## src/design/ctec_pkg.sv

```systemverilog
// package for cube_tile_to_equirect_coord: types, constants, tables, helpers
// no dependencies
package ctec_pkg;

    localparam int MAX_FACE_SIZE   = 4096;
    localparam int COORD_FRAC_BITS = 16;
    localparam int OUT_W           = COORD_FRAC_BITS + 1;
    localparam int ITERS           = 30;
    localparam int SQ_BITS         = 26;
    localparam int N_W             = 2 * SQ_BITS;
    localparam int LAT             = 3 + SQ_BITS + ITERS;

    localparam logic [1:0] LEVEL_WHOLE   = 2'd0;
    localparam logic [1:0] LEVEL_QUARTER = 2'd1;
    localparam logic [1:0] LEVEL_SIXTEEN = 2'd2;

    localparam logic REG_FACE_SIZE  = 1'b0;
    localparam logic REG_TILE_LEVEL = 1'b1;

    typedef logic signed [51:0] t_cw;
    typedef logic signed [35:0] t_ang;
    typedef logic signed [15:0] t_dir;
    typedef logic signed [1:0]  t_coef;
    typedef t_coef [2:0][2:0]   t_basis;

    localparam t_ang HALF_TURN    = 36'sd2147483648;
    localparam t_ang QUARTER_TURN = 36'sd1073741824;

    localparam t_ang ATAN_TAB [ITERS] = '{
        36'sd536870912, 36'sd316933406, 36'sd167458907, 36'sd85004756, 36'sd42667331,
        36'sd21354465, 36'sd10679838, 36'sd5340245, 36'sd2670163, 36'sd1335087,
        36'sd667544, 36'sd333772, 36'sd166886, 36'sd83443, 36'sd41722, 36'sd20861,
        36'sd10430, 36'sd5215, 36'sd2608, 36'sd1304, 36'sd652, 36'sd326, 36'sd163,
        36'sd81, 36'sd41, 36'sd20, 36'sd10, 36'sd5, 36'sd3, 36'sd1
    };

    typedef struct packed {
        logic [2:0]  face;
        logic [1:0]  quadrant;
        logic [1:0]  sub_quadrant;
        logic [11:0] col;
        logic [11:0] row;
    } t_in;

    typedef struct packed {
        logic [OUT_W-1:0] u_coord;
        logic [OUT_W-1:0] v_coord;
    } t_out;

    typedef struct packed {
        t_dir dx;
        t_dir dy;
        t_dir dz;
    } t_vec;

    typedef struct packed {
        t_cw  x;
        t_cw  y;
        t_ang z;
        t_ang base;
        logic spec;
    } t_cordic_st;

    // rows: centre, axis x, axis y; columns: x, y, z component
    function automatic t_basis face_basis(input logic [2:0] face);
        t_basis b;
        b = '0;
        case (face)
            3'd0: begin
                b[0][0] = 2'sd1;  b[1][1] = 2'sd1;  b[2][2] = 2'sd1;
            end
            3'd1: begin
                b[0][0] = -2'sd1; b[1][1] = -2'sd1; b[2][2] = 2'sd1;
            end
            3'd2: begin
                b[0][1] = 2'sd1;  b[1][0] = -2'sd1; b[2][2] = 2'sd1;
            end
            3'd3: begin
                b[0][1] = -2'sd1; b[1][0] = 2'sd1;  b[2][2] = 2'sd1;
            end
            3'd4: begin
                b[0][2] = 2'sd1;  b[1][1] = 2'sd1;  b[2][0] = -2'sd1;
            end
            3'd5: begin
                b[0][2] = -2'sd1; b[1][1] = 2'sd1;  b[2][0] = 2'sd1;
            end
            default: begin
                b[0][1] = 2'sd1;  b[1][0] = 2'sd1;  b[2][2] = 2'sd1;
            end
        endcase
        return b;
    endfunction

    function automatic logic signed [16:0] coef_term(input logic signed [16:0] v,
                                                     input t_coef c);
        logic signed [16:0] r;
        r = '0;
        if (c == 2'sd1) begin
            r = v;
        end else if (c == -2'sd1) begin
            r = -v;
        end
        return r;
    endfunction

    // special cases and left half-plane fold ahead of the vectoring cells
    function automatic t_cordic_st cordic_pre(input t_cw x, input t_cw y);
        t_cordic_st st;
        st.x    = x;
        st.y    = y;
        st.z    = '0;
        st.base = '0;
        st.spec = 1'b0;
        if (y == '0) begin
            st.spec = 1'b1;
            st.base = (x < 0) ? HALF_TURN : '0;
        end else if (x == '0) begin
            st.spec = 1'b1;
            st.base = (y > 0) ? QUARTER_TURN : -QUARTER_TURN;
        end else if (x < 0) begin
            st.base = (y > 0) ? HALF_TURN : -HALF_TURN;
            st.x    = -x;
            st.y    = -y;
        end
        return st;
    endfunction

    function automatic t_ang cordic_angle(input t_cordic_st st);
        return st.spec ? st.base : st.base + st.z;
    endfunction

    function automatic logic [OUT_W-1:0] to_coord(input t_ang a, input logic dbl);
        logic signed [39:0] t;
        logic signed [39:0] full;
        full = 40'sd1 <<< 32;
        t = 40'sd2147483648 + (dbl ? (40'(a) <<< 1) : 40'(a));
        if (t < 0) begin
            t = '0;
        end
        if (t > full) begin
            t = full;
        end
        t = t + (40'sd1 <<< (31 - COORD_FRAC_BITS));
        return t[32-COORD_FRAC_BITS +: OUT_W];
    endfunction

endpackage

```

## src/design/ctec_dir_gen.sv

```systemverilog
// front cell: tile pixel to integer direction vector, one transaction a cycle
// depends on ctec_pkg
module ctec_dir_gen (
    input  logic              i_clk,
    input  logic [12:0]       i_face_size,
    input  logic [1:0]        i_tile_level,
    input  ctec_pkg::t_in     i_item,
    output ctec_pkg::t_vec    o_dir
);

    logic [12:0]        w_fs;
    logic signed [16:0] w_s, w_col, w_row, w_cs, w_p, w_q;
    logic signed [16:0] w_po, w_qo;
    logic               w_kx_q, w_ky_q, w_kx_s, w_ky_s;
    ctec_pkg::t_basis   w_b;
    logic signed [16:0] w_d [3];
    ctec_pkg::t_vec     r_dir;

    always_comb begin
        if (i_face_size < 13'd2) begin
            w_fs = 13'd2;
        end else if (i_face_size > 13'(ctec_pkg::MAX_FACE_SIZE)) begin
            w_fs = 13'(ctec_pkg::MAX_FACE_SIZE);
        end else begin
            w_fs = i_face_size;
        end
        w_s   = 17'(w_fs) - 17'sd1;
        w_col = 17'(i_item.col);
        w_row = 17'(i_item.row);
        w_kx_q = (i_item.quadrant == 2'd0) || (i_item.quadrant == 2'd3);
        w_ky_q = (i_item.quadrant == 2'd0) || (i_item.quadrant == 2'd1);
        w_kx_s = (i_item.sub_quadrant == 2'd0) || (i_item.sub_quadrant == 2'd3);
        w_ky_s = (i_item.sub_quadrant == 2'd0) || (i_item.sub_quadrant == 2'd1);
        w_po = w_kx_s ? w_col : w_col - w_s;
        w_qo = w_ky_s ? w_row : w_row - w_s;
        case (i_tile_level)
            ctec_pkg::LEVEL_WHOLE: begin
                w_cs = w_s;
                w_p  = (w_col <<< 1) - w_s;
                w_q  = (w_row <<< 1) - w_s;
            end
            ctec_pkg::LEVEL_QUARTER: begin
                w_cs = w_s;
                w_p  = w_kx_q ? w_col : w_col - w_s;
                w_q  = w_ky_q ? w_row : w_row - w_s;
            end
            ctec_pkg::LEVEL_SIXTEEN: begin
                w_cs = w_s <<< 1;
                w_p  = (w_kx_q ? w_s : -w_s) + w_po;
                w_q  = (w_ky_q ? w_s : -w_s) + w_qo;
            end
            default: begin
                w_cs = 17'sd1;
                w_p  = '0;
                w_q  = '0;
            end
        endcase
        w_b = ctec_pkg::face_basis(i_item.face);
        for (int k = 0; k < 3; k++) begin
            w_d[k] = ctec_pkg::coef_term(w_cs, w_b[0][k])
                   + ctec_pkg::coef_term(w_p, w_b[1][k])
                   + ctec_pkg::coef_term(w_q, w_b[2][k]);
        end
    end

    always_ff @(posedge i_clk) begin
        r_dir.dx <= w_d[0][15:0];
        r_dir.dy <= w_d[1][15:0];
        r_dir.dz <= w_d[2][15:0];
    end

    assign o_dir = r_dir;

endmodule

```

## config.mk

```make
export PLATFORM = sky130hd
export DESIGN_NAME = ctec_dir_gen
export DESIGN_NICKNAME = d
export VERILOG_FILES = /design/src/design/ctec_pkg.sv /design/src/design/ctec_dir_gen.sv
export SDC_FILE = /design/constraint.sdc
export NUM_CORES = 1
export LEC_CHECK = 0
export BUFFER_PORTS_ARGS = -buffer_cell sky130_fd_sc_hd__clkbuf_2
export CORE_MARGIN = 3
export CORE_UTILIZATION = 65
export DETAILED_ROUTE_END_ITERATION = 10
export GPL_TIMING_DRIVEN = 0
export PLACE_DENSITY = 0.95
export SLEW_MARGIN = 20
export SYNTH_ARGS = -nofsm -noshare
export SYNTH_HDL_FRONTEND = slang
export SYNTH_SLANG_ARGS = --single-unit
```

## constraint.sdc

```tcl
create_clock -name i_clk -period 14.8 [get_ports i_clk]
set_input_delay 2.22 -clock i_clk [delete_from_list [all_inputs] [get_ports i_clk]]
set_output_delay 2.22 -clock i_clk [all_outputs]
set_load 0.005 [all_outputs]
```

======== After elaboration in Yosys (flattened, before gate mapping) ========
Cells that the tools add are included.
Widths: inputs -> output; s select.
word-level totals
  register bits after elaboration ......... 48
  bits of input ports ..................... 47
  output and inout port bits .............. 48
  logic and storage cells ................. 89
cells by class
  add/subtract/negate cells ............... 15
  magnitude comparators ................... 2
  eq/ne operators ......................... 25
  muxes and demuxes ....................... 32
  reduce and logical (&&, ||, !) cells .... 12
operators with widths
  kind                   count
  $mux 16                20
  $add 16x16->16         6
  $pmux 16 s3            2
  $neg 16->16            3
  $pmux 16 s2            1
  $sub 13x14->15         2
  $sub 14x14->15         2
  $mux 13                2
  $pmux 2 s2             6
  $eq 2x1->1 const B     10
  $eq 2x2->1 const B     10
  $neg 14->16            1
  $sub 13x1->14 const B  1
  $gt 13x13->1 const B   1
  $lt 13x2->1 const B    1
  $eq 3x2->1 const B     2
  $eq 3x3->1 const B     2
  $logic_not 2->1        3
  $logic_or 1x1->1       4
  $reduce_or 2->1        2
  $reduce_or 4->1        1
  $eq 3x1->1 const B     1
  $logic_not 3->1        1
  $reduce_or 3->1        1
  $mux 1                 1

======== Logic depth before layout (Yosys ltp) ========
  word-level depth ........................ 13
  gate-level depth with buffers ........... 42
  depth with buffers taken out ............ 40

======== Worst setup path before layout ========
No wires, ideal clock.
  kind .................................... in2reg
  start point ............................. in i_face_size[6]
  end point ............................... reg r_dir, in the netlist o_dir[47]
  library setup time ...................... 130 ps
  data arrival time ....................... 10570 ps
  required time ........................... 14670 ps
  slack ................................... 4101 ps
  cell stages on the path ................. 38
  path buffers ............................ 2
  cell sequence ........................... buf_6 -> nor4_4 -> a31oi_1 -> nor2_1 -> inv_1 -> ha_1 -> buf_2 -> xnor2_1 -> ha_1 -> a21o_1 -> a41o_1 -> o211ai_1 -> a32oi_2 -> a2111oi_0 -> a2111oi_2 -> nor3_1 -> xnor2_1 -> nand2_1 -> [... 2 more ...] -> or3_1 -> a211oi_1 -> nor2_1 -> xor2_1 -> a221o_1 -> a21o_1 -> a21oi_1 -> nand3_1 -> o21ai_1 -> xnor2_1 -> nand2_1 -> fa_1 -> inv_1 -> ha_1 -> a21oi_1 -> o21ai_0 -> xnor2_1 -> xnor3_1
RTL lines
  element          line                source
  start, declared  ctec_dir_gen.sv:5   input logic [12:0] i_face_size,
  end, declared    ctec_dir_gen.sv:17  ctec_pkg::t_vec r_dir;

==> impl_results.html <==
<table>
<tr><th>Metric</th><th>Value</th></tr>
<tr><th colspan="2">Power</th></tr>
<tr><td>P_leak</td><td>5.516 nW</td></tr>
<tr><td>Pwr Density</td><td>96.87 nW/um2</td></tr>
<tr><td>Peak VDD IR</td><td>0.1021 mV</td></tr>
<tr><th colspan="2">Global route</th></tr>
<tr><td>Total global routing track utilization</td><td>41.59%</td></tr>
<tr><td>GRT overflow</td><td>0</td></tr>
<tr><td>First-pass GRT wire length</td><td>65,140 um</td></tr>
<tr><td>Largest net degree at the start of global routing</td><td>17</td></tr>
<tr><td>Via count of the first global-routing pass</td><td>12,140</td></tr>
<tr><td>Number of antenna violations at the first check in global routing</td><td>0</td></tr>
<tr><th colspan="2">Detailed routing</th></tr>
<tr><td>DR pass1 iterations</td><td>6</td></tr>
<tr><td>Initial DRC Count</td><td>1,637</td></tr>
<tr><td>Post-detailed-route wirelength per cell</td><td>21.81 um</td></tr>
<tr><td>DR DRC count</td><td>0</td></tr>
<tr><td>Residual antenna-violating net count after detailed routing</td><td>0</td></tr>
<tr><td>Average vias per placed instance</td><td>6.790</td></tr>
<tr><td>Drt total wl</td><td>42,750 um</td></tr>
<tr><td>Via total after detailed routing</td><td>13,310</td></tr>
<tr><th colspan="2">Job</th></tr>
<tr><td>Max capacitance violation total</td><td>0</td></tr>
<tr><th colspan="2">Die</th></tr>
<tr><td>Die width</td><td>139.6 um</td></tr>
<tr><td>Core footprint</td><td>17,420 um2</td></tr>
<tr><td>Initial Utilization</td><td>66.66%</td></tr>
<tr><td>Row count</td><td>48</td></tr>
<tr><td>I/O pins</td><td>95</td></tr>
<tr><td>Area enclosed by the die boundary</td><td>19,500 um2</td></tr>
<tr><td>Die height</td><td>139.6 um</td></tr>
<tr><th colspan="2">Layout</th></tr>
<tr><td>Count of nets after finishing</td><td>1,906</td></tr>
<tr><td>Max reg flops</td><td>48</td></tr>
<tr><td>Post-route design area</td><td>12,490 um2</td></tr>
<tr><td>Antenna diodes</td><td>0</td></tr>
<tr><td>Syn-to-layout area delta</td><td>7.598%</td></tr>
<tr><td>Fraction of layout cells with a size suffix above 1</td><td>9.798%</td></tr>
<tr><td>Final-layout fill cell count</td><td>1,497</td></tr>
<tr><td>Post-Layout Cell Count</td><td>1,960</td></tr>
<tr><td>Final core utilization</td><td>71.72%</td></tr>
<tr><th colspan="2">Synthesis</th></tr>
<tr><td>Top post-synthesis cells by count</td><td>sky130_fd_sc_hd__nor2_1 (166), sky130_fd_sc_hd__nand2_1 (147), sky130_fd_sc_hd__xnor2_1 (135)</td></tr>
<tr><td>Post-Syn Area</td><td>11,610 um2</td></tr>
<tr><td>Post-synth EDFFs</td><td>0</td></tr>
<tr><td>Biggest area contributors in the synthesized netlist</td><td>sky130_fd_sc_hd__ha_1 (11%), sky130_fd_sc_hd__xnor2_1 (10%), sky130_fd_sc_hd__dfxtp_1 (8.3%)</td></tr>
<tr><td>Warnings, synthesis</td><td>0</td></tr>
<tr><td>Share of flip-flops with an asynchronous set or reset</td><td>0%</td></tr>
<tr><td>Post-synthesis area per instance</td><td>7.045 um2</td></tr>
<tr><td>Count of different cell masters after synthesis</td><td>96</td></tr>
<tr><td>Post-synthesis register bit count</td><td>48</td></tr>
<tr><td>Net count after synthesis</td><td>1,820</td></tr>
<tr><td>Most instantiated library cell after synthesis</td><td>sky130_fd_sc_hd__nor2_1</td></tr>
<tr><td>Leading area contributor after synthesis</td><td>sky130_fd_sc_hd__ha_1</td></tr>
<tr><td>Number of instances in the synthesized netlist</td><td>1,648</td></tr>
<tr><td>Sequential element share of the synthesized area</td><td>8.277%</td></tr>
<tr><td>Main synth FF type</td><td>sky130_fd_sc_hd__dfxtp_1</td></tr>
<tr><td>Top-area cell type share of the netlist area</td><td>11.10%</td></tr>
<tr><th colspan="2">Clock network</th></tr>
<tr><td>H-tree Lvls</td><td>2</td></tr>
<tr><td>Number of clock sinks</td><td>48</td></tr>
<tr><td>Total of hold buffers inserted after clock tree synthesis</td><td>0</td></tr>
<tr><td>CTS tree</td><td>yes</td></tr>
<tr><td>Cell at the root of the clock tree</td><td>sky130_fd_sc_hd__clkbuf_16</td></tr>
<tr><td>Number of setup buffers added after CTS</td><td>0</td></tr>
<tr><td>Resize count post-CTS</td><td>0</td></tr>
<tr><td>Number of buffers created by CTS</td><td>5</td></tr>
<tr><td>Maximum clock path buffer count</td><td>2</td></tr>
<tr><td>Clock-pin slew on the worst setup and hold paths</td><td>80 ps</td></tr>
<tr><th colspan="2">Timing</th></tr>
<tr><td>Worst rel slew slack</td><td>35.58%</td></tr>
<tr><td>Worst-margin pin slew</td><td>962.7 ps</td></tr>
<tr><td>Number of hold violations in the final report</td><td>0</td></tr>
<tr><td>Setup repair after global routing missed its margin</td><td>no</td></tr>
<tr><td>Crit path setup slack, layout</td><td>2264 ps</td></tr>
<tr><td>Maximum clock rate</td><td>79.77 MHz</td></tr>
<tr><td>Setup-violating endpoint count in the final report</td><td>0</td></tr>
<tr><td>Portion of the clock cycle consumed by the worst path in the final layout</td><td>84.70%</td></tr>
<tr><td>Final TNS setup</td><td>0 ps</td></tr>
<tr><td>Number of slew-limit violations in the final report</td><td>0</td></tr>
<tr><td>Shortest period the worst path allows</td><td>12,540 ps</td></tr>
<tr><th colspan="2">Worst setup path</th></tr>
<tr><td>Standard cell with the maximum stage delay on the critical path</td><td>sky130_fd_sc_hd__nor2_1</td></tr>
<tr><td>CP Launch Type</td><td>primary input</td></tr>
<tr><td>Endpoint kind of the worst setup timing path</td><td>register</td></tr>
<tr><td>Largest stage delay on the critical path</td><td>710 ps</td></tr>
<tr><td>Cell class contributing the biggest share of worst-path delay</td><td>compound AO/OA/AOI/OAI gates</td></tr>
<tr><td>Buffers plus inverters on the worst setup path</td><td>4</td></tr>
<tr><td>CP Data Arrival Time</td><td>12,720 ps</td></tr>
<tr><td>Endpoint required time on the critical path</td><td>14,990 ps</td></tr>
<tr><td>CP Max Fanout</td><td>12</td></tr>
<tr><td>Type of the setup path with the least slack</td><td>primary input to register</td></tr>
<tr><th colspan="2">Placed design</th></tr>
<tr><td>Setup Slack @ Placement</td><td>2391 ps</td></tr>
<tr><td>Port buffer count</td><td>79</td></tr>
<tr><td>Placer Congestion</td><td>1.099</td></tr>
<tr><td>Number of placed instances, taps included</td><td>1,952</td></tr>
<tr><td>HPWL after detailed placement</td><td>34,290 um</td></tr>
<tr><td>Placement-stage cell area</td><td>12,290 um2</td></tr>
<tr><th colspan="2">Worst hold path</th></tr>
<tr><td>Hold Path Class</td><td>primary input to register</td></tr>
<tr><th colspan="2">Status</th></tr>
<tr><td>Run status</td><td>finished, final reports clean</td></tr>
</table>
report_power, final:
part / switching, W / internal [W] / total [W]
sequential: 0.0000122 / 0.000181 / 0.000193
clock: 0.0000513 / 0.0000974 / 0.000149
combinational: 0.000517 / 0.000351 / 0.000868
routing by layer:
layer,up-vias,track usage [%],routed length (um)
met5,-,0,0
met1,6050,51.99,15940
met3,232,6.976,5114
met2,951,67.43,18490
li1,6075,-,-
met4,0,24.43,3207
final cells by class:
class	count	area, um2	share of cell area [%]
flip-flops and latches	48	960.9	7.692
plain buffers	94	417.9	3.345
well taps	225	281.5	2.254
repair buffers	79	395.4	3.165
inverters	115	431.7	3.456
multi-input cells	1391	9811	78.54
clock inverters	3	68.82	0.5509
clock buffers	5	125.1	1.002
path summary, 6_finish.rpt:
path	start	cells after the start	slack, ps	end
max	i_face_size[6]	41	2260	o_dir[47]
min	i_item[30]	4	2550	o_dir[32]
logic make-up after synthesis:
family                   after synthesis  synth area share (%)
AO/OA/AOI/OAI                        463                 27.64
buffers and inverters                209                 7.318
multiplexers                          16                 1.423
flip-flops                            48                 8.277
adder cells (fa/ha/maj)              140                 16.24
AND/OR/NAND/NOR                      593                 25.24
XOR/XNOR                             179                 13.86
cells in the final DEF, fill, tap and decap left out, types with 9 or more instances in the layout:
| cell | instances |
|---|---|
| sky130_fd_sc_hd__a211oi_1 | 23 |
| sky130_fd_sc_hd__o211ai_1 | 12 |
| sky130_fd_sc_hd__nand3_1 | 39 |
| sky130_fd_sc_hd__a31oi_1 | 14 |
| sky130_fd_sc_hd__buf_4 | 10 |
| sky130_fd_sc_hd__or2_2 | 18 |
| sky130_fd_sc_hd__ha_1 | 103 |
| sky130_fd_sc_hd__dfxtp_1 | 48 |
| sky130_fd_sc_hd__and3_1 | 28 |
| sky130_fd_sc_hd__a21o_1 | 21 |
| sky130_fd_sc_hd__nor2b_1 | 19 |
| sky130_fd_sc_hd__o21bai_1 | 20 |
| sky130_fd_sc_hd__xor2_1 | 41 |
| sky130_fd_sc_hd__or3_1 | 29 |
| sky130_fd_sc_hd__o31ai_1 | 15 |
| sky130_fd_sc_hd__nand2b_1 | 23 |
| sky130_fd_sc_hd__nor3b_1 | 10 |
| sky130_fd_sc_hd__o21ai_0 | 80 |
| sky130_fd_sc_hd__nand4_1 | 10 |
| sky130_fd_sc_hd__inv_1 | 112 |
| sky130_fd_sc_hd__o21a_1 | 9 |
| sky130_fd_sc_hd__nor3_1 | 43 |
| sky130_fd_sc_hd__xnor2_1 | 134 |
| sky130_fd_sc_hd__fa_1 | 22 |
| sky130_fd_sc_hd__maj3_1 | 12 |
| sky130_fd_sc_hd__buf_2 | 10 |
| sky130_fd_sc_hd__mux2i_1 | 12 |
| sky130_fd_sc_hd__a21oi_1 | 126 |
| sky130_fd_sc_hd__a21boi_0 | 9 |
| sky130_fd_sc_hd__clkbuf_1 | 66 |
| sky130_fd_sc_hd__o22ai_1 | 17 |
| sky130_fd_sc_hd__nand2_1 | 147 |
| sky130_fd_sc_hd__nor2_1 | 166 |
| sky130_fd_sc_hd__clkbuf_2 | 79 |
| sky130_fd_sc_hd__a221oi_1 | 9 |
| sky130_fd_sc_hd__and2_1 | 28 |
metrics by stage:
step                hold WS (ps)  power [W]
detailed placement          2591   0.001030
global route                2581   0.001290
global placement            2590   0.001009
CTS                         2534   0.001185
floorplan                   2504  0.0008046
finish                      2548   0.001210
No activity file was read; power rests on OpenSTA's default activity.
