<file path="src/design/ctec_pkg.sv">
// package for cube_tile_to_equirect_coord: types, constants, tables, helpers
// no dependencies
package ctec_pkg;

    localparam int MAX_FACE_SIZE   = 4096;
    localparam int COORD_FRAC_BITS = 16;
    localparam int OUT_W           = COORD_FRAC_BITS + 1;
    localparam int ITERS           = 30;
    localparam int SQ_BITS         = 26;
    localparam int N_W             = 2 * SQ_BITS;
    localparam int LAT             = 3 + SQ_BITS + ITERS;

    localparam logic [1:0] LEVEL_WHOLE   = 2'd0;
    localparam logic [1:0] LEVEL_QUARTER = 2'd1;
    localparam logic [1:0] LEVEL_SIXTEEN = 2'd2;

    localparam logic REG_FACE_SIZE  = 1'b0;
    localparam logic REG_TILE_LEVEL = 1'b1;

    typedef logic signed [51:0] t_cw;
    typedef logic signed [35:0] t_ang;
    typedef logic signed [15:0] t_dir;
    typedef logic signed [1:0]  t_coef;
    typedef t_coef [2:0][2:0]   t_basis;

    localparam t_ang HALF_TURN    = 36'sd2147483648;
    localparam t_ang QUARTER_TURN = 36'sd1073741824;

    localparam t_ang ATAN_TAB [ITERS] = '{
        36'sd536870912, 36'sd316933406, 36'sd167458907, 36'sd85004756, 36'sd42667331,
        36'sd21354465, 36'sd10679838, 36'sd5340245, 36'sd2670163, 36'sd1335087,
        36'sd667544, 36'sd333772, 36'sd166886, 36'sd83443, 36'sd41722, 36'sd20861,
        36'sd10430, 36'sd5215, 36'sd2608, 36'sd1304, 36'sd652, 36'sd326, 36'sd163,
        36'sd81, 36'sd41, 36'sd20, 36'sd10, 36'sd5, 36'sd3, 36'sd1
    };

    typedef struct packed {
        logic [2:0]  face;
        logic [1:0]  quadrant;
        logic [1:0]  sub_quadrant;
        logic [11:0] col;
        logic [11:0] row;
    } t_in;

    typedef struct packed {
        logic [OUT_W-1:0] u_coord;
        logic [OUT_W-1:0] v_coord;
    } t_out;

    typedef struct packed {
        t_dir dx;
        t_dir dy;
        t_dir dz;
    } t_vec;

    typedef struct packed {
        t_cw  x;
        t_cw  y;
        t_ang z;
        t_ang base;
        logic spec;
    } t_cordic_st;

    // rows: centre, axis x, axis y; columns: x, y, z component
    function automatic t_basis face_basis(input logic [2:0] face);
        t_basis b;
        b = '0;
        case (face)
            3'd0: begin
                b[0][0] = 2'sd1;  b[1][1] = 2'sd1;  b[2][2] = 2'sd1;
            end
            3'd1: begin
                b[0][0] = -2'sd1; b[1][1] = -2'sd1; b[2][2] = 2'sd1;
            end
            3'd2: begin
                b[0][1] = 2'sd1;  b[1][0] = -2'sd1; b[2][2] = 2'sd1;
            end
            3'd3: begin
                b[0][1] = -2'sd1; b[1][0] = 2'sd1;  b[2][2] = 2'sd1;
            end
            3'd4: begin
                b[0][2] = 2'sd1;  b[1][1] = 2'sd1;  b[2][0] = -2'sd1;
            end
            3'd5: begin
                b[0][2] = -2'sd1; b[1][1] = 2'sd1;  b[2][0] = 2'sd1;
            end
            default: begin
                b[0][1] = 2'sd1;  b[1][0] = 2'sd1;  b[2][2] = 2'sd1;
            end
        endcase
        return b;
    endfunction

    function automatic logic signed [16:0] coef_term(input logic signed [16:0] v,
                                                     input t_coef c);
        logic signed [16:0] r;
        r = '0;
        if (c == 2'sd1) begin
            r = v;
        end else if (c == -2'sd1) begin
            r = -v;
        end
        return r;
    endfunction

    // special cases and left half-plane fold ahead of the vectoring cells
    function automatic t_cordic_st cordic_pre(input t_cw x, input t_cw y);
        t_cordic_st st;
        st.x    = x;
        st.y    = y;
        st.z    = '0;
        st.base = '0;
        st.spec = 1'b0;
        if (y == '0) begin
            st.spec = 1'b1;
            st.base = (x < 0) ? HALF_TURN : '0;
        end else if (x == '0) begin
            st.spec = 1'b1;
            st.base = (y > 0) ? QUARTER_TURN : -QUARTER_TURN;
        end else if (x < 0) begin
            st.base = (y > 0) ? HALF_TURN : -HALF_TURN;
            st.x    = -x;
            st.y    = -y;
        end
        return st;
    endfunction

    function automatic t_ang cordic_angle(input t_cordic_st st);
        return st.spec ? st.base : st.base + st.z;
    endfunction

    function automatic logic [OUT_W-1:0] to_coord(input t_ang a, input logic dbl);
        logic signed [39:0] t;
        logic signed [39:0] full;
        full = 40'sd1 <<< 32;
        t = 40'sd2147483648 + (dbl ? (40'(a) <<< 1) : 40'(a));
        if (t < 0) begin
            t = '0;
        end
        if (t > full) begin
            t = full;
        end
        t = t + (40'sd1 <<< (31 - COORD_FRAC_BITS));
        return t[32-COORD_FRAC_BITS +: OUT_W];
    endfunction

endpackage

</file>
<file path="src/design/ctec_sqrt_cell.sv">
// one root bit of the pipelined integer square root, carries the direction along
// depends on ctec_pkg
module ctec_sqrt_cell #(
    parameter int K = 0
) (
    input  logic                          i_clk,
    input  logic [ctec_pkg::N_W-1:0]      i_rem,
    input  logic [ctec_pkg::SQ_BITS-1:0]  i_root,
    input  ctec_pkg::t_vec                i_dir,
    output logic [ctec_pkg::N_W-1:0]      o_rem,
    output logic [ctec_pkg::SQ_BITS-1:0]  o_root,
    output ctec_pkg::t_vec                o_dir
);

    logic [ctec_pkg::N_W+1:0]     w_test;
    logic [ctec_pkg::N_W-1:0]     r_rem;
    logic [ctec_pkg::SQ_BITS-1:0] r_root;
    ctec_pkg::t_vec               r_dir;

    assign w_test = ((ctec_pkg::N_W+2)'(i_root) << (K + 1))
                  + ((ctec_pkg::N_W+2)'(1) << (2 * K));

    always_ff @(posedge i_clk) begin
        r_dir <= i_dir;
        if ((ctec_pkg::N_W+2)'(i_rem) >= w_test) begin
            r_rem  <= i_rem - w_test[ctec_pkg::N_W-1:0];
            r_root <= i_root | (ctec_pkg::SQ_BITS'(1) << K);
        end else begin
            r_rem  <= i_rem;
            r_root <= i_root;
        end
    end

    assign o_rem  = r_rem;
    assign o_root = r_root;
    assign o_dir  = r_dir;

endmodule

</file>
<file path="config.mk">
export PLATFORM = sky130hd
export DESIGN_NAME = ctec_sqrt_cell
export DESIGN_NICKNAME = d
export VERILOG_FILES = /design/src/design/ctec_pkg.sv /design/src/design/ctec_sqrt_cell.sv
export SDC_FILE = /design/constraint.sdc
export NUM_CORES = 1
export LEC_CHECK = 0
export BUFFER_PORTS_ARGS = -buffer_cell sky130_fd_sc_hd__buf_2
export CAP_MARGIN = 20
export CORE_ASPECT_RATIO = 0.8
export CORE_UTILIZATION = 27
export DETAILED_ROUTE_END_ITERATION = 10
export GPL_ROUTABILITY_DRIVEN = 0
export HOLD_SLACK_MARGIN = 0.03
export MAX_ROUTING_LAYER = met4
export SLEW_MARGIN = 0
export SYNTH_ARGS = -nofsm -noshare
export SYNTH_HDL_FRONTEND = slang
export SYNTH_SLANG_ARGS = --single-unit
</file>
<file path="constraint.sdc">
create_clock -name i_clk -period 8.15 [get_ports i_clk]
set_input_delay 1.63 -clock i_clk [delete_from_list [all_inputs] [get_ports i_clk]]
set_output_delay 1.63 -clock i_clk [all_outputs]
set_load 0.005 [all_outputs]
</file>
# Word-level counts from Yosys, hierarchy flattened
# Index checks and enable logic that the tools add are counted.
# totals
ff_bits,126
output_inout_bits,126
# classes
muxes,1
addsub,2
magnitude_cmp,1
# op_table
op,count
$ge 52x28->1,1
$mux 52,1
$sub 52x28->52,1
$add 27x1->28 const B,1

# Logic depth before layout (Yosys ltp)
# Gate-level depths: netlist (run 1).
# logic_depth
ltp_word,3
mapped_depth,13
depth_no_buf,11

# Worst setup path before layout (run 1)
# No wires, ideal clock.
# synth_timing
kind,in2reg
startpoint,in i_root[6] (netlist name)
endpoint,reg r_rem (netlist bit o_rem[31])
arrival_ns,3.763
slack_ns,4.316
t_required_ns,8.078
cell_stages,12
setup_ns,0.072
cell_sequence,inv_1 > ha_1 > buf_4 > nand4_4 > or2_1 > nor3_1 > and4bb_2 > o21a_1 > buf_6 > nand2b_1 > nor4_2 > xor2_1
# synth_via
elab_chain_len,3
elab_cells_between_ends,4
classes_between,add/sub: 2; order compare: 1; mux: 1
# synth_lines
item,line_no,text
from (decl),ctec_sqrt_cell.sv:8,"input logic [ctec_pkg::SQ_BITS-1:0] i_root,"
$add 27x1->28 *,ctec_sqrt_cell.sv:21,+ ((ctec_pkg::N_W+2)'(1) << (2 * K));
$sub 52x28->52 / $ge 52x28->1 (equally long branches),"ctec_sqrt_cell.sv:26, ctec_sqrt_cell.sv:25",
$mux 52 *,ctec_sqrt_cell.sv:25,if ((ctec_pkg::N_W+2)'(i_rem) >= w_test) begin
to (signal assigned),ctec_sqrt_cell.sv:26,r_rem <= i_rem - w_test[ctec_pkg::N_W-1:0];
to (signal assigned),ctec_sqrt_cell.sv:29,r_rem <= i_rem;
to (decl),ctec_sqrt_cell.sv:16,logic [ctec_pkg::N_W-1:0] r_rem;
# Every way passes the cells marked *; elsewhere a longest branch is shown, timed or not.
# A chain may end at the register's enable or synchronous reset.

# Final worst setup path (run 1)
# layout_timing
startpoint,in i_rem[1] (netlist name)
endpoint,reg r_rem (netlist bit o_rem[37])
# layout_via
elab_chain_len,2
elab_cells_between_ends,3
classes_between,add/sub: 1; order compare: 1; mux: 1
# layout_lines
item,line_no,text
from (decl),ctec_sqrt_cell.sv:7,"input logic [ctec_pkg::N_W-1:0] i_rem,"
$sub 52x28->52 / $ge 52x28->1 (equally long branches),"ctec_sqrt_cell.sv:26, ctec_sqrt_cell.sv:25",
$mux 52 *,ctec_sqrt_cell.sv:25,
# Marked as above.

==> results of run 1 <==
## state kept, by name (all words and copies together), names as in the netlist
| name | cells |
|---|---|
| o_root | 26 |
| o_dir | 48 |
| o_rem | 52 |
## kinds of logic (layout without fill, tap and decap cells)
| logic type | count (synthesis) | in the layout | synth area share, % |
|---|---|---|---|
| XOR/XNOR | 51 | 51 | 8.65 |
| AO/OA/AOI/OAI | 105 | 105 | 12.3 |
| other | 0 | 2 | 0 |
| AND/OR/NAND/NOR | 166 | 166 | 17.2 |
| flip-flops | 126 | 126 | 48.8 |
| adder cells (fa/ha/maj) | 28 | 28 | 6.93 |
| buffers and inverters | 55 | 318 | 4.77 |
| multiplexers | 6 | 6 | 1.31 |
## through the flow
stage	hold WS [ns]	util, %	worst slack [ns]
after detailed placement	1.73	35.9	3.44
after global placement	1.73	35.9	3.47
after global routing	1.28	39.1	3.64
final	1.30	39.1	3.90
after floorplan	1.66	-	4.32
after CTS	1.29	39.1	3.88
## layer usage
metal  up-vias  global-route usage (%)
met5         -                       -
li1       2357                       -
met4         0                    4.44
met2       165                    24.0
met3         8                    4.92
met1      2084                    20.1
## synthesized netlist by cell type (2+ instances only)
cell type and instances:
a211oi_1 2, a21o_1 9, a21oi_1 30, a31oi_1 4, and2_1 3, and3_1 2
buf_2 10, buf_4 5, clkbuf_1 4, dfxtp_1 126, ha_1 27, inv_1 34
mux2_2 6, nand2_1 57, nand2b_1 2, nand3_1 11, nand3b_1 3, nand4_1 16
nand4b_1 2, nor2_1 29, nor3_1 14, nor4_1 8, nor4_2 2, o2111ai_1 2
o211ai_1 3, o21a_1 4, o21ai_0 35, o21bai_1 5, o31ai_1 2, or2_2 3
or3_1 3, xnor2_1 30, xor2_1 21
## power breakdown
part / switching (mW) / internal, mW
sequential: 0.0133 / 0.674
combinational: 0.154 / 0.130
clock: 0.304 / 0.439
total: 0.471 / 1.24
## layout make-up
cell class | count | area [um^2] | area share [%]
Clock buffer | 18 | 439 | 6.09
Sequential cell | 126 | 2520 | 35.0
Inverter | 34 | 128 | 1.77
Timing Repair Buffer | 252 | 1260 | 17.5
Tap cell | 253 | 317 | 4.39
Multi-Input combinational cell | 356 | 2400 | 33.2
Antenna cell | 2 | 5.00 | 0.0694
Clock inverter | 14 | 145 | 2.01
## final timing paths
check / endpoint / slack [ns]
max: o_rem[37] / 3.90
min: o_dir[43] / 1.30
==> reports/results.ini, run 1 <==
[timing]
rsz0062_at_grt=no
fin_crit_sh_pct=52.1
fin_crit_ns=4.25
max_slew_margin_pct=32.6
finalHoldViolations=0
fin_setup_tns_ns=0
finalSetupViolCount=0
drv_slew=0
timing.fmax_ghz=0.236
tightest_slew_ns=1.01

[pwr]
power_density_nw_per_um2=238
ir_drop_mv=0.121
totalPowerFinal_mw=1.71
p_leak_nw=3.37

[synthesis]
synth-async-reset-ratio_pct=0
synth_area_leader_cell=dfxtp_1
synth_edf_count=0
yosysWarnings=0
synth_top_cell_area_share_pct=48.8
ys_ff_latch=126
synth_cells=537
seq_area_frac_synth_pct=48.8
avgSynthCellArea_um2=9.62
synth-main-ff-cell=dfxtp_1
yosys-top-cells-area=dfxtp_1, ha_1, xnor2_1
synth_cell_types=56
synth_fp_nets=692
netlist_area_um2=5160

[cts]
numCtsBuffers=17
cts_hold_buf=0
cts_resized=0
cts_tree=yes
max-clock-path-buffers=2
postCtsSetupRepairBufs=0
cts.sinks=126
htreeDepth=4
cts_root_buf=clkbuf_16
path_clk_slew_ns=0.06

[worst_setup_path]
critPathLaunchType=input pin
path_class=in2reg
max_stage_delay_ns=0.80
path_max_fanout=55
crit_path_start=i_rem[1]
crit_buf_inv=1
cp_cell_sequence=buf_2 > fa_1 > a21o_1 > a31oi_1 > nor3_1 > and4bb_2 > o21a_2 > nand4b_1 > nor2_1 > xor2_1
cpLargestDelayFamily=compound AO/OA/AOI/OAI gates
cp_data_arrival_time_ns=4.55
slowest_stage=o21a_2
cp.required_ns=8.46
crit_path_end_kind=flop
crit_cells=10

[finish]
final_nets=942
final_cell_mix=buf_2, dfxtp_1, nand2_1
fillers=1908
drive_above_1_share_pct=38.0
final_common_cell=buf_2
final_area_um2=7210
fin_cells=1055
area_growth_pct=39.7

[worst_hold_path]
min_from=i_dir[43]
hold_class=in2reg
min_path_cells=1

[global_routing]
grt_start_max_net_pins=56
grt_overflow=0
grt_pass1_vias=4389
grt_use_total_pct=15.8
antenna_found_initial=2
grt_pass1_wl_mm=22.8

[placed_design]
dp_hpwl_mm=12.1
port_buffers=252
place_area_um2=6630
dpl.cell_count=1021

[routing]
drt-initial-drc-count=161
ant_nets=0
first_pass_iters=5
wl_met3_um=980
via_count=4614
wl_met2_mm=6.66
routed.top_layer=met4
wl_mm=14.8
via_per_inst=4.37
wl_per_cell_um=14.1
drc=0
wl_met1_mm=7.07

[floorplan]
dieArea_um2=19700
core_area_um2=18400
die_w_um=157
die_y_um=126
row_count=44
start_util_pct=28.0
ioPinCount=253

[outcome]
status=complete, no violations

[run]
cap_violations=0

Power figures use the tool's default switching activity.
==> inputs of run 2 (changes only) <==
--- a/config.mk
+++ b/config.mk
@@ -5,6 +5,7 @@
 export SDC_FILE = /design/constraint.sdc
 export NUM_CORES = 1
 export LEC_CHECK = 0
+export ABC_AREA = 1
 export BUFFER_PORTS_ARGS = -buffer_cell sky130_fd_sc_hd__buf_2
 export CAP_MARGIN = 20
 export CORE_ASPECT_RATIO = 0.8
==> constraint.sdc (replaced) <==
create_clock -name i_clk -period 4.4 [get_ports i_clk]
set_input_delay 0.88 -clock i_clk [delete_from_list [all_inputs] [get_ports i_clk]]
set_output_delay 0.88 -clock i_clk [all_outputs]
set_load 0.005 [all_outputs]
==> run 2 against run 1 <==
  * Die area grew 28%
  * Total power increased by 100%
  * Sequential share of layout area down 6.6 points
  * Critical path type unchanged
  * Critical path depth increased by 2
  * Largest power group unchanged
==> reports/results.ini, run 2 <==
[outcome]
status=complete, no violations

[cts]
numCtsBuffers=17
cts_resized=0
cts_tree=yes
path_clk_slew_ns=0.06
htreeDepth=4
cts.sinks=126
max-clock-path-buffers=2
cts_root_buf=clkbuf_16
cts_hold_buf=0
postCtsSetupRepairBufs=0

[pwr]
intPower_mw=2.46
comb_power_share_pct=18.3
p_sw_share_pct=28.2
ir_drop_mv=0.253
p_sw_mw=0.965
power_frac_seq_pct=37.1
p_leak_nw=4.80
totalPowerFinal_mw=3.42
clkPwrFrac_pct=44.7
power_density_nw_per_um2=385

[placed_design]
dp_slack_ns=1.18
dp_hpwl_mm=18.7
port_buffers=252

[floorplan]
start_util_pct=27.9
ioPinCount=253
row_count=50
core_area_um2=23700
die_w_um=177
dieArea_um2=25200
die_y_um=142

[routing]
wl_mm=22.6
drt-initial-drc-count=503
ant_nets=0
wl_per_cell_um=14.0
first_pass_iters=7
via_per_inst=4.39
drc=0
via_count=7073

[timing]
fin_crit_ns=2.82
rsz0062_at_grt=no
drv_slew=0
finalSetupViolCount=0
tightest_slew_ns=0.519
max_slew_margin_pct=65.3
fin_crit_sh_pct=64.1
fin_ws_ns=1.58
timing.fmax_ghz=0.355
fin_setup_tns_ns=0
finalHoldViolations=0

[synthesis]
avgSynthCellArea_um2=6.50
synth_top_cell_area_share_pct=38.1
synth_fp_nets=1174
seq_area_frac_synth_pct=38.1
synth-async-reset-ratio_pct=0
synth_cells=1019
ys_ff_latch=126
synth_edf_count=0
netlist_area_um2=6620
synth_xor_xnor_area_share_pct=2.91
yosys-top-cells-area=dfxtp_1, nand2_1, inv_1
yosys.area_share.simple_pct=36.5
synth_mux_area_share_pct=0
yosysMostFrequentCell=nand2_1
synthAdderAreaFrac_pct=5.41
synth_top_family_by_area=simple AND/OR/NAND/NOR gates
synth_cell_types=24
synth_common_cells=nand2_1, inv_1, dfxtp_1
synth-main-ff-cell=dfxtp_1
synth_compound_area_share_pct=4.44
yosysWarnings=0
synth_area_leader_cell=dfxtp_1

[global_routing]
grt_pass1_vias=6632
grt_overflow=0
antenna_found_initial=0
grt_use_total_pct=18.7
grt_start_max_net_pins=33
grt_pass1_wl_mm=34.4

[finish]
num_antenna_cells=0
drive_above_1_share_pct=24.8
largest_reg_flops=52
final_nets=1441
area_growth_pct=34.3
final_cell_mix=nand2_1, buf_2, inv_1
final_common_cell=nand2_1

[worst_hold_path]
min_path_cells=1
hold_class=in2reg
min_to=o_dir[9]
min_from=i_dir[9]

[worst_setup_path]
cp.required_ns=4.76
path_max_fanout=32
cp_data_arrival_time_ns=3.18
crit_path_end_kind=flop
path_class=in2reg
critPathLaunchType=input pin

[run]
cap_violations=0

==> run 2: changes by cell type after synthesis, sizes merged, moves of 9 or more <==
cell | previous run | this run
a21o | 9 | 0
inv | 34 | 209
nand2 | 57 | 368
nand3 | 11 | 58
nor2 | 29 | 106
nor4 | 11 | 1
o21ai | 35 | 26
xnor2 | 30 | 19
xor2 | 21 | 3
==> run 2: power by group through the flow <==
stage | clock, mW | combinational, mW | sequential (mW)
2_1_floorplan | 0 | 0.315 | 1.31
3_3_place_gp | 0 | 0.612 | 1.30
3_5_place_dp | 0 | 0.618 | 1.29
4_1_cts | 1.57 | 0.622 | 1.27
5_1_grt | 1.62 | 0.697 | 1.28
6_report | 1.53 | 0.624 | 1.27
==> run 2: critical path: stages <==
cell and delay, ns:
buf_2 0.13, fa_1 0.53, nand3_1 0.13, nand3_1 0.26, nand2_1 0.19, nand3_2 0.11, nand2_1 0.09, nand2_2 0.06
inv_2 0.39, buf_12 0.24, nand2_1 0.07, o21ai_1 0.08
==> run 2: final cells by class <==
cell class / count / area, um^2
multi-input cells: 676 / 3260
clock inverters: 13 / 189
flip-flops and latches: 126 / 2520
repair buffers: 256 / 1300
clock buffers: 19 / 443
fillers: 2563 / 14800
inverters: 209 / 785
well taps: 312 / 390
==> run 2: cells by family after synthesis <==
| kind of cell | Yosys count |
|---|---|
| and+or+nand+nor | 574 |
| buffers and inverters | 217 |
| DFF | 126 |
| AOI/OAI and AO/OA | 52 |
| adders and majority gates | 28 |
| xor gates and xnor gates | 22 |
==> run 2: how the worst max path moves through the flow <==
stage	from	endpoint	slack, ns	cells after the start
2_1_floorplan	i_root[0]	o_root[0]	1.93	12
3_3_place_gp	i_rem[1]	o_rem[2]	1.26	11
3_5_place_dp	i_rem[1]	o_rem[2]	1.18	11
4_1_cts	i_root[0]	o_rem[2]	1.64	12
5_1_grt	i_root[0]	o_rem[2]	1.38	13
6_report	i_rem[1]	o_rem[3]	1.58	12
==> run 2: stage by stage <==
stage	area [um^2]	util, %	instances	hold slack [ns]
after detailed placement	8260	34.8	1579	0.984
after CTS	8890	37.5	1611	0.525
final	8890	37.5	1611	0.545
after floorplan	6620	-	1019	0.908
after global routing	8890	37.5	1611	0.522
after global placement	8260	34.8	1579	0.982
==> run 2: routing by layer <==
metal | global-route usage [%] | wire length (um)
met1 | 24.5 | 10200
met2 | 28.5 | 9880
met3 | 4.65 | 2260
met4 | 4.90 | 314
met5 | - | 0
==> inputs of run 3 (changes only) <==
==> constraint.sdc (replaced) <==
create_clock -name i_clk -period 2.4 [get_ports i_clk]
set_input_delay 0.48 -clock i_clk [delete_from_list [all_inputs] [get_ports i_clk]]
set_output_delay 0.48 -clock i_clk [all_outputs]
set_load 0.005 [all_outputs]
==> run 3 against run 2 <==
  * Die area unchanged
  * Via count is 1.4% higher
  * Combinational power increased by 99%
  * Sequential share of layout area shrank 1.3 points
  * First-iteration DRC count increased by 0.40%
  * Cell area is 4.8% higher
  * Non-clock buffer count grew 52
  * Global-route usage decreased by 0.097 points
  * Hold slack got worse by 0.40 ns
  * Cell count rose by 3.2%
  * Count of clock-buffer cells in the layout unchanged
==> reports/results.ini, run 3 (same netlist as run 2, synthesis figures left out) <==
[outcome]
status=complete, no violations

[worst_setup_path]
critPathLaunchType=input pin
cp.required_ns=2.72
crit_path_end_kind=flop
path_class=in2reg
cp_data_arrival_time_ns=2.37
path_max_fanout=4

[routing]
drt-initial-drc-count=505
wl_mm=22.4
drc=0
via_per_inst=4.31
wl_per_cell_um=13.5
first_pass_iters=6
ant_nets=0
via_count=7170

[cts]
cts_root_buf=clkbuf_16
numCtsBuffers=17
max-clock-path-buffers=2
postCtsSetupRepairBufs=0
htreeDepth=4
path_clk_slew_ns=0.06
cts_tree=yes
cts_resized=0
cts.sinks=126
cts_hold_buf=0

[finish]
final_cell_mix=nand2_1, buf_2, inv_1
num_antenna_cells=0
drive_above_1_share_pct=27.6
final_common_cell=nand2_1
largest_reg_flops=52
final_nets=1493
area_growth_pct=40.8

[timing]
timing.fmax_ghz=0.489
rsz0062_at_grt=no
fin_crit_sh_pct=85.2
max_slew_margin_pct=71.6
finalSetupViolCount=0
fin_ws_ns=0.355
tightest_slew_ns=0.423
drv_slew=0
finalHoldViolations=0
fin_crit_ns=2.04

[floorplan]
dieArea_um2=25200
core_area_um2=23700
row_count=50
start_util_pct=27.9
ioPinCount=253
die_w_um=177
die_y_um=142

[placed_design]
port_buffers=252
dp_slack_ns=-0.0506
dp_hpwl_mm=18.9

[global_routing]
antenna_found_initial=0
grt_use_total_pct=18.6
grt_start_max_net_pins=27
grt_overflow=0
grt_pass1_vias=6836
grt_pass1_wl_mm=34.1

[pwr]
totalPowerFinal_mw=6.42
power_density_nw_per_um2=689
ir_drop_mv=0.450
p_leak_nw=5.06

[worst_hold_path]
hold_class=in2reg

[run]
cap_violations=0

==> run 3: cell types whose count changed in the layout (fill, tap and decap cells not counted), sizes merged <==
cell / delta
buf: +52
clkinv: -3
bufinv: +1
clkinvlp: +1
inv: +1
==> run 3: path summary, 6_finish.rpt <==
| check | from | endpoint | slack (ns) | cells after the start |
|---|---|---|---|---|
| worst min-delay path | i_dir[10] | o_dir[10] | 0.14 | 1 |
| worst max-delay path | i_root[4] | o_rem[50] | 0.36 | 15 |
==> run 3: per-layer routing <==
layer  vias up  part of all wire (%)  track usage (%)
met2       262                    44             28.2
li1       3709                     -                -
met5         -                     0                -
met3        25                   8.5             5.05
met4         0                   1.4             5.44
met1      3174                    46             24.0
==> run 3: power by group <==
group / switching [mW] / internal [mW]
Sequential: 0.0420 / 2.28
Clock: 1.01 / 1.85
Combinational: 0.713 / 0.531
==> run 3: layout make-up <==
cell class              count  area, um^2
clock buffers              19         433
clock inverters            13         213
fillers                  2564       14400
inverters                 209         785
multi-input cells         676        3260
flip-flops and latches    126        2520
well taps                 312         390
repair buffers            308        1720
==> run 3: worst max-delay path, cell delays in order <==
cell and delay (ns):
buf_2 0.08, inv_1 0.04, ha_1 0.32, nand2_1 0.16
inv_1 0.08, nand2_1 0.07, nand2_1 0.10, nand2_1 0.10
nand3_1 0.26, nand2_1 0.14, nand2_1 0.13, a21oi_1 0.23
inv_1 0.06, nand2_1 0.05, nand2_1 0.04
==> run 3: metrics by stage <==
stage | hold WS [ns] | cell area [um^2] | cells | setup TNS, ns | util, %
after floorplan | 0.508 | 6620 | 1019 | 0 | -
after global placement | 0.582 | 8680 | 1631 | -0.0826 | 36.6
after detailed placement | 0.584 | 8680 | 1631 | -0.116 | 36.6
after CTS | 0.123 | 9320 | 1663 | 0 | 39.3
after global routing | 0.123 | 9320 | 1663 | 0 | 39.3
final | 0.142 | 9320 | 1663 | 0 | 39.3
